$ cat config.mk
export PLATFORM = sky130hd
export DESIGN_NAME = midi_timecode_quarter_frame_tracker
export DESIGN_NICKNAME = d
export VERILOG_FILES = /design/src/design/mtcqf_pkg.sv /design/src/design/mtcqf_step.sv /design/src/design/midi_timecode_quarter_frame_tracker.sv
export SDC_FILE = /design/constraint.sdc
export NUM_CORES = 1
export LEC_CHECK = 0
export BUFFER_PORTS_ARGS = -buffer_cell sky130_fd_sc_hd__buf_2
export CAP_MARGIN = 25
export CORE_MARGIN = 2
export CORE_UTILIZATION = 58
export DETAILED_ROUTE_END_ITERATION = 8
export PLACE_DENSITY = 0.95
export SYNTH_ARGS = -nofsm -noshare
export SYNTH_HDL_FRONTEND = slang
export SYNTH_SLANG_ARGS = --single-unit
$ cat constraint.sdc
create_clock -name clock -period 9.94 [get_ports clock]
set_input_delay 0.497 -clock clock [delete_from_list [all_inputs] [get_ports clock]]
set_output_delay 0.497 -clock clock [all_outputs]
set_load 0.05 [all_outputs]
$ cat src/design/mtcqf_pkg.sv
// ----------------------------------------------------------------------------
// mtcqf_pkg
// Types, codes and helpers shared by the time code quarter-frame tracker.
// ----------------------------------------------------------------------------
package mtcqf_pkg;

   localparam int REQ_TDATA_W = 104;
   localparam int RSP_TDATA_W = 72;

   localparam logic [7:0] FULL_FRAME_LENGTH = 8'd10;
   localparam logic [7:0] UNIVERSAL_RT_ID   = 8'h7F;
   localparam logic [7:0] SUB_ID_MTC        = 8'h01;
   localparam logic [7:0] SUB_ID_FULL_FRAME = 8'h01;
   localparam logic [3:0] COUNT_FULL        = 4'd8;

   localparam logic [2:0] PIECE_FRAMES_LO  = 3'd0;
   localparam logic [2:0] PIECE_FRAMES_HI  = 3'd1;
   localparam logic [2:0] PIECE_SECONDS_LO = 3'd2;
   localparam logic [2:0] PIECE_SECONDS_HI = 3'd3;
   localparam logic [2:0] PIECE_MINUTES_LO = 3'd4;
   localparam logic [2:0] PIECE_MINUTES_HI = 3'd5;
   localparam logic [2:0] PIECE_HOURS_LO   = 3'd6;
   localparam logic [2:0] PIECE_HOURS_HI   = 3'd7;

   localparam logic [1:0] STATUS_STOPPED  = 2'd0;
   localparam logic [1:0] STATUS_FORWARD  = 2'd1;
   localparam logic [1:0] STATUS_BACKWARD = 2'd2;

   typedef enum logic [2:0] {
      RUN_STOPPED  = 3'b001,
      RUN_FORWARD  = 3'b010,
      RUN_BACKWARD = 3'b100
   } run_type;

   typedef struct packed {
      logic        operation;
      logic [6:0]  quarter_byte;
      logic [7:0]  msg_length;
      logic [7:0]  universal_id;
      logic [7:0]  sub_id_one;
      logic [7:0]  sub_id_two;
      logic [6:0]  rate_hours_byte;
      logic [6:0]  minutes_byte;
      logic [6:0]  seconds_byte;
      logic [6:0]  frames_byte;
      logic [31:0] time_stamp;
   } item_type;

   typedef struct packed {
      run_type    run;
      logic [2:0] expected_piece;
      logic [3:0] consecutive_count;
      logic [2:0] first_piece_seen;
      logic [7:0] pending_frames;
      logic [7:0] pending_seconds;
      logic [7:0] pending_minutes;
      logic [4:0] pending_hours;
      logic [1:0] pending_rate;
   } track_type;

   typedef struct packed {
      logic        status_event;
      logic [1:0]  run_status;
      logic        quarter_event;
      logic [2:0]  quarter_index;
      logic        time_event;
      logic        from_full_frame;
      logic [7:0]  frames_out;
      logic [7:0]  seconds_out;
      logic [7:0]  minutes_out;
      logic [4:0]  hours_out;
      logic [1:0]  rate_code;
      logic [31:0] time_stamp_out;
   } result_type;

   localparam track_type TRACK_RESET = '{
      run:               RUN_STOPPED,
      expected_piece:    3'd0,
      consecutive_count: 4'd0,
      first_piece_seen:  3'd0,
      pending_frames:    8'd0,
      pending_seconds:   8'd0,
      pending_minutes:   8'd0,
      pending_hours:     5'd0,
      pending_rate:      2'd0
   };

   function automatic logic [2:0] next_piece(run_type run, logic [2:0] piece,
                                              logic [2:0] expected);
      logic [2:0] nxt;
      case (run)
         RUN_FORWARD: begin
            nxt = piece + 3'd1;
         end
         RUN_BACKWARD: begin
            nxt = piece - 3'd1;
         end
         default: begin
            nxt = expected;
         end
      endcase
      return nxt;
   endfunction

   function automatic logic [1:0] run_code(run_type run);
      logic [1:0] code;
      case (run)
         RUN_FORWARD: begin
            code = STATUS_FORWARD;
         end
         RUN_BACKWARD: begin
            code = STATUS_BACKWARD;
         end
         default: begin
            code = STATUS_STOPPED;
         end
      endcase
      return code;
   endfunction

endpackage

$ cat src/design/mtcqf_step.sv
// ----------------------------------------------------------------------------
// mtcqf_step
// Next tracking state and result for one item, given the current state.
// ----------------------------------------------------------------------------
module mtcqf_step (
   input  mtcqf_pkg::item_type   item,
   input  mtcqf_pkg::track_type  cur,
   input  logic                  skip_tolerated,
   output mtcqf_pkg::track_type  nxt,
   output mtcqf_pkg::result_type res,
   output logic                  has_result
);

   logic [2:0] piece;
   logic [3:0] nib;
   logic       full_ok;
   logic       take;
   logic       closing;

   assign piece = item.quarter_byte[6:4];
   assign nib   = item.quarter_byte[3:0];

   assign full_ok = (item.msg_length == mtcqf_pkg::FULL_FRAME_LENGTH)
                 && (item.universal_id == mtcqf_pkg::UNIVERSAL_RT_ID)
                 && (item.sub_id_one == mtcqf_pkg::SUB_ID_MTC)
                 && (item.sub_id_two == mtcqf_pkg::SUB_ID_FULL_FRAME);

   always_comb begin
      nxt        = cur;
      res        = '0;
      has_result = 1'b0;
      take       = 1'b0;
      closing    = 1'b0;
      res.time_stamp_out = item.time_stamp;

      if (item.operation) begin
         if (full_ok) begin
            nxt                 = mtcqf_pkg::TRACK_RESET;
            has_result          = 1'b1;
            res.status_event    = 1'b1;
            res.time_event      = 1'b1;
            res.from_full_frame = 1'b1;
            res.frames_out      = {1'b0, item.frames_byte};
            res.seconds_out     = {1'b0, item.seconds_byte};
            res.minutes_out     = {1'b0, item.minutes_byte};
            res.hours_out       = item.rate_hours_byte[4:0];
            res.rate_code       = item.rate_hours_byte[6:5];
         end
      end else begin
         if (cur.run == mtcqf_pkg::RUN_STOPPED) begin
            if (cur.consecutive_count == 4'd0) begin
               if ((piece != mtcqf_pkg::PIECE_FRAMES_LO) &&
                   (piece != mtcqf_pkg::PIECE_HOURS_HI)) begin
                  nxt.first_piece_seen  = piece;
                  nxt.consecutive_count = 4'd1;
               end
            end else begin
               take = 1'b1;
               if (cur.consecutive_count == 4'd1) begin
                  res.status_event = 1'b1;
                  if (cur.first_piece_seen < piece) begin
                     nxt.run = mtcqf_pkg::RUN_FORWARD;
                  end else if (cur.first_piece_seen > piece) begin
                     nxt.run = mtcqf_pkg::RUN_BACKWARD;
                  end
               end
               nxt.expected_piece = mtcqf_pkg::next_piece(nxt.run, piece,
                                                          cur.expected_piece);
            end
         end else if (piece != cur.expected_piece) begin
            nxt.consecutive_count = 4'd0;
            if (skip_tolerated) begin
               nxt.expected_piece = mtcqf_pkg::next_piece(cur.run, piece,
                                                          cur.expected_piece);
            end else begin
               nxt              = mtcqf_pkg::TRACK_RESET;
               res.status_event = 1'b1;
               has_result       = 1'b1;
            end
         end else begin
            take = 1'b1;
            if (cur.consecutive_count < mtcqf_pkg::COUNT_FULL) begin
               nxt.consecutive_count = cur.consecutive_count + 4'd1;
            end
         end

         if (take) begin
            case (piece)
               mtcqf_pkg::PIECE_FRAMES_LO: begin
                  nxt.pending_frames = cur.pending_frames | {4'b0, nib};
               end
               mtcqf_pkg::PIECE_FRAMES_HI: begin
                  nxt.pending_frames = cur.pending_frames | {nib, 4'b0};
               end
               mtcqf_pkg::PIECE_SECONDS_LO: begin
                  nxt.pending_seconds = cur.pending_seconds | {4'b0, nib};
               end
               mtcqf_pkg::PIECE_SECONDS_HI: begin
                  nxt.pending_seconds = cur.pending_seconds | {nib, 4'b0};
               end
               mtcqf_pkg::PIECE_MINUTES_LO: begin
                  nxt.pending_minutes = cur.pending_minutes | {4'b0, nib};
               end
               mtcqf_pkg::PIECE_MINUTES_HI: begin
                  nxt.pending_minutes = cur.pending_minutes | {nib, 4'b0};
               end
               mtcqf_pkg::PIECE_HOURS_LO: begin
                  nxt.pending_hours = cur.pending_hours | {1'b0, nib};
               end
               default: begin
                  nxt.pending_hours = cur.pending_hours | {nib[0], 4'b0};
                  nxt.pending_rate  = nib[2:1];
               end
            endcase
            has_result        = 1'b1;
            res.quarter_event = 1'b1;
            res.quarter_index = piece;
            closing = ((nxt.run == mtcqf_pkg::RUN_FORWARD) &&
                       (piece == mtcqf_pkg::PIECE_HOURS_HI))
                   || ((nxt.run == mtcqf_pkg::RUN_BACKWARD) &&
                       (piece == mtcqf_pkg::PIECE_FRAMES_LO));
            if (closing && (nxt.consecutive_count >= mtcqf_pkg::COUNT_FULL)) begin
               res.time_event      = 1'b1;
               res.frames_out      = nxt.pending_frames;
               res.seconds_out     = nxt.pending_seconds;
               res.minutes_out     = nxt.pending_minutes;
               res.hours_out       = nxt.pending_hours;
               res.rate_code       = nxt.pending_rate;
               nxt.pending_frames  = 8'd0;
               nxt.pending_seconds = 8'd0;
               nxt.pending_minutes = 8'd0;
               nxt.pending_hours   = 5'd0;
               nxt.pending_rate    = 2'd0;
            end
            if (nxt.run != mtcqf_pkg::RUN_STOPPED) begin
               nxt.expected_piece = mtcqf_pkg::next_piece(nxt.run, piece,
                                                          cur.expected_piece);
            end
         end
      end

      res.run_status = mtcqf_pkg::run_code(nxt.run);
   end

endmodule

$ cat src/design/midi_timecode_quarter_frame_tracker.sv
// ----------------------------------------------------------------------------
// midi_timecode_quarter_frame_tracker
// Tracks time code quarter frames and full frames, reports time and status.
// ----------------------------------------------------------------------------
// Usage:
//   req_* takes one item per cycle unless stalled: req_tuser is the operation
//   (0 quarter frame, 1 full-frame candidate), req_tdata the remaining fields.
//   rsp_* returns at most one result per item; items that raise no event
//   (rejected full frames, ignored or skipped pieces) produce nothing.
//   csr_* writes skip_tolerated; write it only while the block is idle.
//   An accepted item is loaded into the input register; its result, if any,
//   is then loaded into the result register, which drives rsp_tvalid.
//   While rsp_tready stays high, one item per cycle passes; the tracking state
//   updates as each item leaves the input register.
//   When rsp_tready is low the result register holds, the input register
//   fills, and then req_tready drops until the result is taken.
//   Reset (synchronous) empties both registers, clears skip_tolerated and
//   puts the tracker in the stopped state with no pending time.
// ----------------------------------------------------------------------------
module midi_timecode_quarter_frame_tracker (
   input  logic                                 clock,
   input  logic                                 reset,
   input  logic                                 req_tvalid,
   output logic                                 req_tready,
   // [6:0] quarter_byte, [14:7] msg_length, [22:15] universal_id,
   // [30:23] sub_id_one, [38:31] sub_id_two, [45:39] rate_hours_byte,
   // [52:46] minutes_byte, [59:53] seconds_byte, [66:60] frames_byte,
   // [98:67] time_stamp, rest zero
   input  logic [mtcqf_pkg::REQ_TDATA_W-1:0]    req_tdata,
   // [0] operation
   input  logic                                 req_tuser,
   output logic                                 rsp_tvalid,
   input  logic                                 rsp_tready,
   // [1:0] run_status, [4:2] quarter_index, [12:5] frames_out,
   // [20:13] seconds_out, [28:21] minutes_out, [33:29] hours_out,
   // [35:34] rate_code, [67:36] time_stamp_out, rest zero
   output logic [mtcqf_pkg::RSP_TDATA_W-1:0]    rsp_tdata,
   // [0] status_event, [1] quarter_event, [2] time_event, [3] from_full_frame
   output logic [3:0]                           rsp_tuser,
   input  logic                                 csr_valid,
   output logic                                 csr_ready,
   input  logic                                 csr_data
);

   mtcqf_pkg::item_type   req_item;
   mtcqf_pkg::item_type   in_item_ff;
   logic                  in_valid_ff;
   logic                  in_valid_in;
   logic                  advance;
   logic                  skip_ff;
   mtcqf_pkg::track_type  track_ff;
   mtcqf_pkg::track_type  track_in;
   mtcqf_pkg::result_type step_res;
   logic                  has_result;
   mtcqf_pkg::result_type rsp_ff;
   logic                  rsp_valid_ff;
   logic                  rsp_valid_in;

   assign req_item.operation       = req_tuser;
   assign req_item.quarter_byte    = req_tdata[6:0];
   assign req_item.msg_length      = req_tdata[14:7];
   assign req_item.universal_id    = req_tdata[22:15];
   assign req_item.sub_id_one      = req_tdata[30:23];
   assign req_item.sub_id_two      = req_tdata[38:31];
   assign req_item.rate_hours_byte = req_tdata[45:39];
   assign req_item.minutes_byte    = req_tdata[52:46];
   assign req_item.seconds_byte    = req_tdata[59:53];
   assign req_item.frames_byte     = req_tdata[66:60];
   assign req_item.time_stamp      = req_tdata[98:67];

   assign advance     = in_valid_ff && (!rsp_valid_ff || rsp_tready);
   assign req_tready  = !in_valid_ff || advance;
   assign in_valid_in = (req_tvalid && req_tready) || (in_valid_ff && !advance);
   assign rsp_valid_in = advance ? has_result : (rsp_valid_ff && !rsp_tready);
   assign csr_ready   = 1'b1;

   mtcqf_step u_step (
      .item           (in_item_ff),
      .cur            (track_ff),
      .skip_tolerated (skip_ff),
      .nxt            (track_in),
      .res            (step_res),
      .has_result     (has_result)
   );

   always_ff @(posedge clock) begin
      if (reset) begin
         in_valid_ff  <= 1'b0;
         rsp_valid_ff <= 1'b0;
         skip_ff      <= 1'b0;
         track_ff     <= mtcqf_pkg::TRACK_RESET;
      end else begin
         in_valid_ff  <= in_valid_in;
         rsp_valid_ff <= rsp_valid_in;
         if (csr_valid && csr_ready) begin
            skip_ff <= csr_data;
         end
         if (advance) begin
            track_ff <= track_in;
         end
      end
   end

   always_ff @(posedge clock) begin
      if (req_tvalid && req_tready) begin
         in_item_ff <= req_item;
      end
      if (advance && has_result) begin
         rsp_ff <= step_res;
      end
   end

   assign rsp_tvalid = rsp_valid_ff;
   assign rsp_tdata  = {4'b0, rsp_ff.time_stamp_out, rsp_ff.rate_code, rsp_ff.hours_out,
                        rsp_ff.minutes_out, rsp_ff.seconds_out, rsp_ff.frames_out,
                        rsp_ff.quarter_index, rsp_ff.run_status};
   assign rsp_tuser  = {rsp_ff.from_full_frame, rsp_ff.time_event,
                        rsp_ff.quarter_event, rsp_ff.status_event};

`ifndef NO_ASSERTIONS
   a_count_saturates: assert property (@(posedge clock) disable iff (reset)
      track_ff.consecutive_count <= mtcqf_pkg::COUNT_FULL)
      else $error("consecutive count above saturation");

   a_stopped_count: assert property (@(posedge clock) disable iff (reset)
      (track_ff.run == mtcqf_pkg::RUN_STOPPED) |-> (track_ff.consecutive_count <= 4'd1))
      else $error("stopped tracker with count above one");

   a_full_frame_result: assert property (@(posedge clock) disable iff (reset)
      (rsp_valid_ff && rsp_ff.from_full_frame) |->
         (rsp_ff.status_event && rsp_ff.time_event &&
          (rsp_ff.run_status == mtcqf_pkg::STATUS_STOPPED)))
      else $error("full-frame result without stop report");

   a_quarter_time: assert property (@(posedge clock) disable iff (reset)
      (rsp_valid_ff && rsp_ff.time_event && !rsp_ff.from_full_frame) |->
         (rsp_ff.quarter_event && (rsp_ff.run_status != mtcqf_pkg::STATUS_STOPPED)))
      else $error("quarter-frame time without running piece");

   a_input_holds: assert property (@(posedge clock) disable iff (reset)
      (in_valid_ff && !advance) |=> (in_valid_ff && $stable(in_item_ff)
                                     && $stable(track_ff)))
      else $error("input register lost an item while stalled");
`endif

endmodule
==> results.cfg <==
[run_status]
status = completed

[hold_path]
min_path_cells = 1
hold_class = in2reg
hold_start = req_tdata[71]
hold_end = in_item_ff[4]

[place]
gp_congestion = 0.9461
io_buffer_count = 179
placed_cell_area_sq_um = 9658
hpwl_um = 12960

[worst_setup_path]
cp.required_ns = 10.28
timing.critical_path.depth = 9
r2r-end = rsp_tdata[24]
r2r_setup_slack_ns = 5.76
worst-r2r-cell-count = 9
worst_path_max_delay_cell = and2_1
rr_startpoint = in_item_ff[98]
worstPathCellList = inv_1, ha_1, nand2_1, o21ai_1, a32o_2, nand3_2, a211oi_4, and2_1, a22o_1
crit_path_max_fanout = 27
cp_num_buf_inv = 1
crit_path_end_kind = flip-flop
worstSetupPathType = reg2reg
crit_path_start_kind = flip-flop
arrival_ns = 4.52
cpPeakStageDelay_ns = 0.88
path_delay_family = compound AO/OA/AOI/OAI gates

[yosys]
synth_edf_count = 172
synth_seq_cells = 219
synth_area_per_cell_sq_um = 14.32
synthArstFlopShare_pct = 0
synth_top_area_cell = edfxtp_1
synth.distinct_cells = 74
synth_top_area_share_pct = 59.63
ys_dominant_reg_cell = edfxtp_1
synth_area_sq_um = 8662
netlist_top_cells_area = edfxtp_1 60%, dfxtp_1 11%, a22o_1 5.3%
syn_inst = 605
synth_sequential_area_ratio_pct = 70.49
yosys_warnings = 0

[global_route]
grt_pass1_vias = 5674
grt_most_used_layer = met2
antenna_found_initial = 1
grt_usage_pct = 23.83
grt_pass1_wl_um = 29910
grt_remaining_overflow = 0
grt_max_degree = 68
use_met3_pct = 4.503
grt_use_met1_pct = 30.28
met2_usage_pct = 41.27

[clocking]
clockBufferDepth = 3
cts_sinks = 219
cts_buffers = 21
cts_root_buffer = clkbuf_16
cts.clk_slew.worst_paths_ns = 0.06
ctsResizeCount = 0
cts_tree = done
cts_hold_buf = 0
clk_latency_ns = 0.49
cts_htree_levels = 1
postCtsSetupBuffers = 0

[power]
powerDensity_nw_per_um2 = 181.7
ir_worst_vdd_mv = 0.1705
power_mw = 1.871
static-leakage-power_nw = 4.032

[job]
cap_violations = 0

[layout]
final_cell_area_sq_um = 10300
nNetsFinal = 908
layout_common_cells = 179 x buf_2, 172 x edfxtp_1, 52 x a22o_1, 51 x nor2_1, 49 x a21oi_1
n_fill_cell = 925
drive_gt1_share_pct = 29.15
diodes = 0
multiInputGateArea_sq_um = 2308
final_common_cell = buf_2
seq_area_sq_um = 6106
area_growth_pct = 18.91

[detailed_routing]
ant_nets = 0
detail_route.vias_per_cell = 6.043
drc = 0
finalWirelength_um = 19330
vias = 5922
drt_first_pass_iters = 6
post_drt_wl_per_cell_um = 19.72
dr.first_iter.drc_count = 667

[floorplan]
die-area_sq_um = 15930
die_h_um = 126.2
start_util_pct = 59.37
core_area_sq_um = 14590
fp.dieW_um = 126.2
pin_count = 190
rows = 44

[sta]
hold_viol = 0
fin_crit_sh_pct = 42.06
worst_pin_slew_ns = 1.014
rsz0062_at_grt = false
holdWs_ns = 0.1756
fin_crit_ns = 4.181
skew_ns = 0.01586
fmax_ghz = 0.2392
fin_setup_tns_ns = 0
slew_headroom_pct = 32.37
setup_viol = 0
slew_violations = 0
[through the flow]
step / instances / utilization (%) / setup slack (ns)
2_1_floorplan: 608 / - / 5.492
3_3_place_gp: 941 / 66.01 / 5.958
3_5_place_dp: 942 / 66.20 / 5.815
4_1_cts: 979 / 70.52 / 5.781
5_1_grt: 980 / 70.60 / 5.465
6_report: 980 / 70.60 / 5.759
[worst max-delay path by stage]
stage / startpoint / endpoint / slack (ns)
after floorplan: in_item_ff[98] / track_ff[19] / 5.49
after global placement: in_item_ff[70] / track_ff[14] / 5.96
after detailed placement: in_item_ff[70] / track_ff[14] / 5.81
after CTS: in_item_ff[98] / rsp_tdata[24] / 5.78
after global routing: in_item_ff[98] / rsp_tdata[24] / 5.46
final: in_item_ff[98] / rsp_tdata[24] / 5.76
[area by class of cell]
cell class / count / area share, %
Sequential cell: 219 / 59.28
Timing Repair Buffer: 184 / 9.293
Inverter: 18 / 0.6560
Multi-Input combinational cell: 338 / 22.41
Clock buffer: 28 / 5.357
Clock inverter: 9 / 0.7653
Tap cell: 184 / 2.235
[synth_stat cells (8+ instances only)]
cell	number
clkbuf_1	8
nor3_1	17
ha_1	15
a21oi_1	49
dfxtp_1	47
buf_4	9
a22o_1	52
edfxtp_1	172
nand2_1	18
inv_1	18
o21ai_0	12
nor2_1	51
[per-layer routing]
layer | up-vias | routed length [um] | share of wire, %
li1 | 2687 | - | -
met1 | 2834 | 7211 | 37
met2 | 342 | 9752 | 50
met3 | 59 | 1648 | 8.5
met4 | 0 | 714 | 3.7
met5 | - | 0 | 0
[state kept, by name, summed over array words and instances (netlist names)]
register and count:
in_valid_ff 1, rsp_tvalid 1, rsp_tdata 68, rsp_tuser 4
track_ff 44, skip_ff 1, in_item_ff 100
[cells by family after synthesis]
group | after synthesis | synth area share, %
compound gates | 168 | 14.31
xor+xnor | 5 | 0.5055
fa+ha+maj | 15 | 2.167
buf+inv | 51 | 3.105
flops | 219 | 70.49
mux | 2 | 0.2456
other cells | 2 | 0.08670
simple gates | 143 | 9.085
[power by group]
part	leakage [nW]	switching, mW	internal, mW
Combinational	1.66	0.0696	0.0329
Clock	0.299	0.318	0.418
Sequential	2.08	0.0137	1.02
Total	4.03	0.401	1.47
Power figures use the tool's default switching activity.
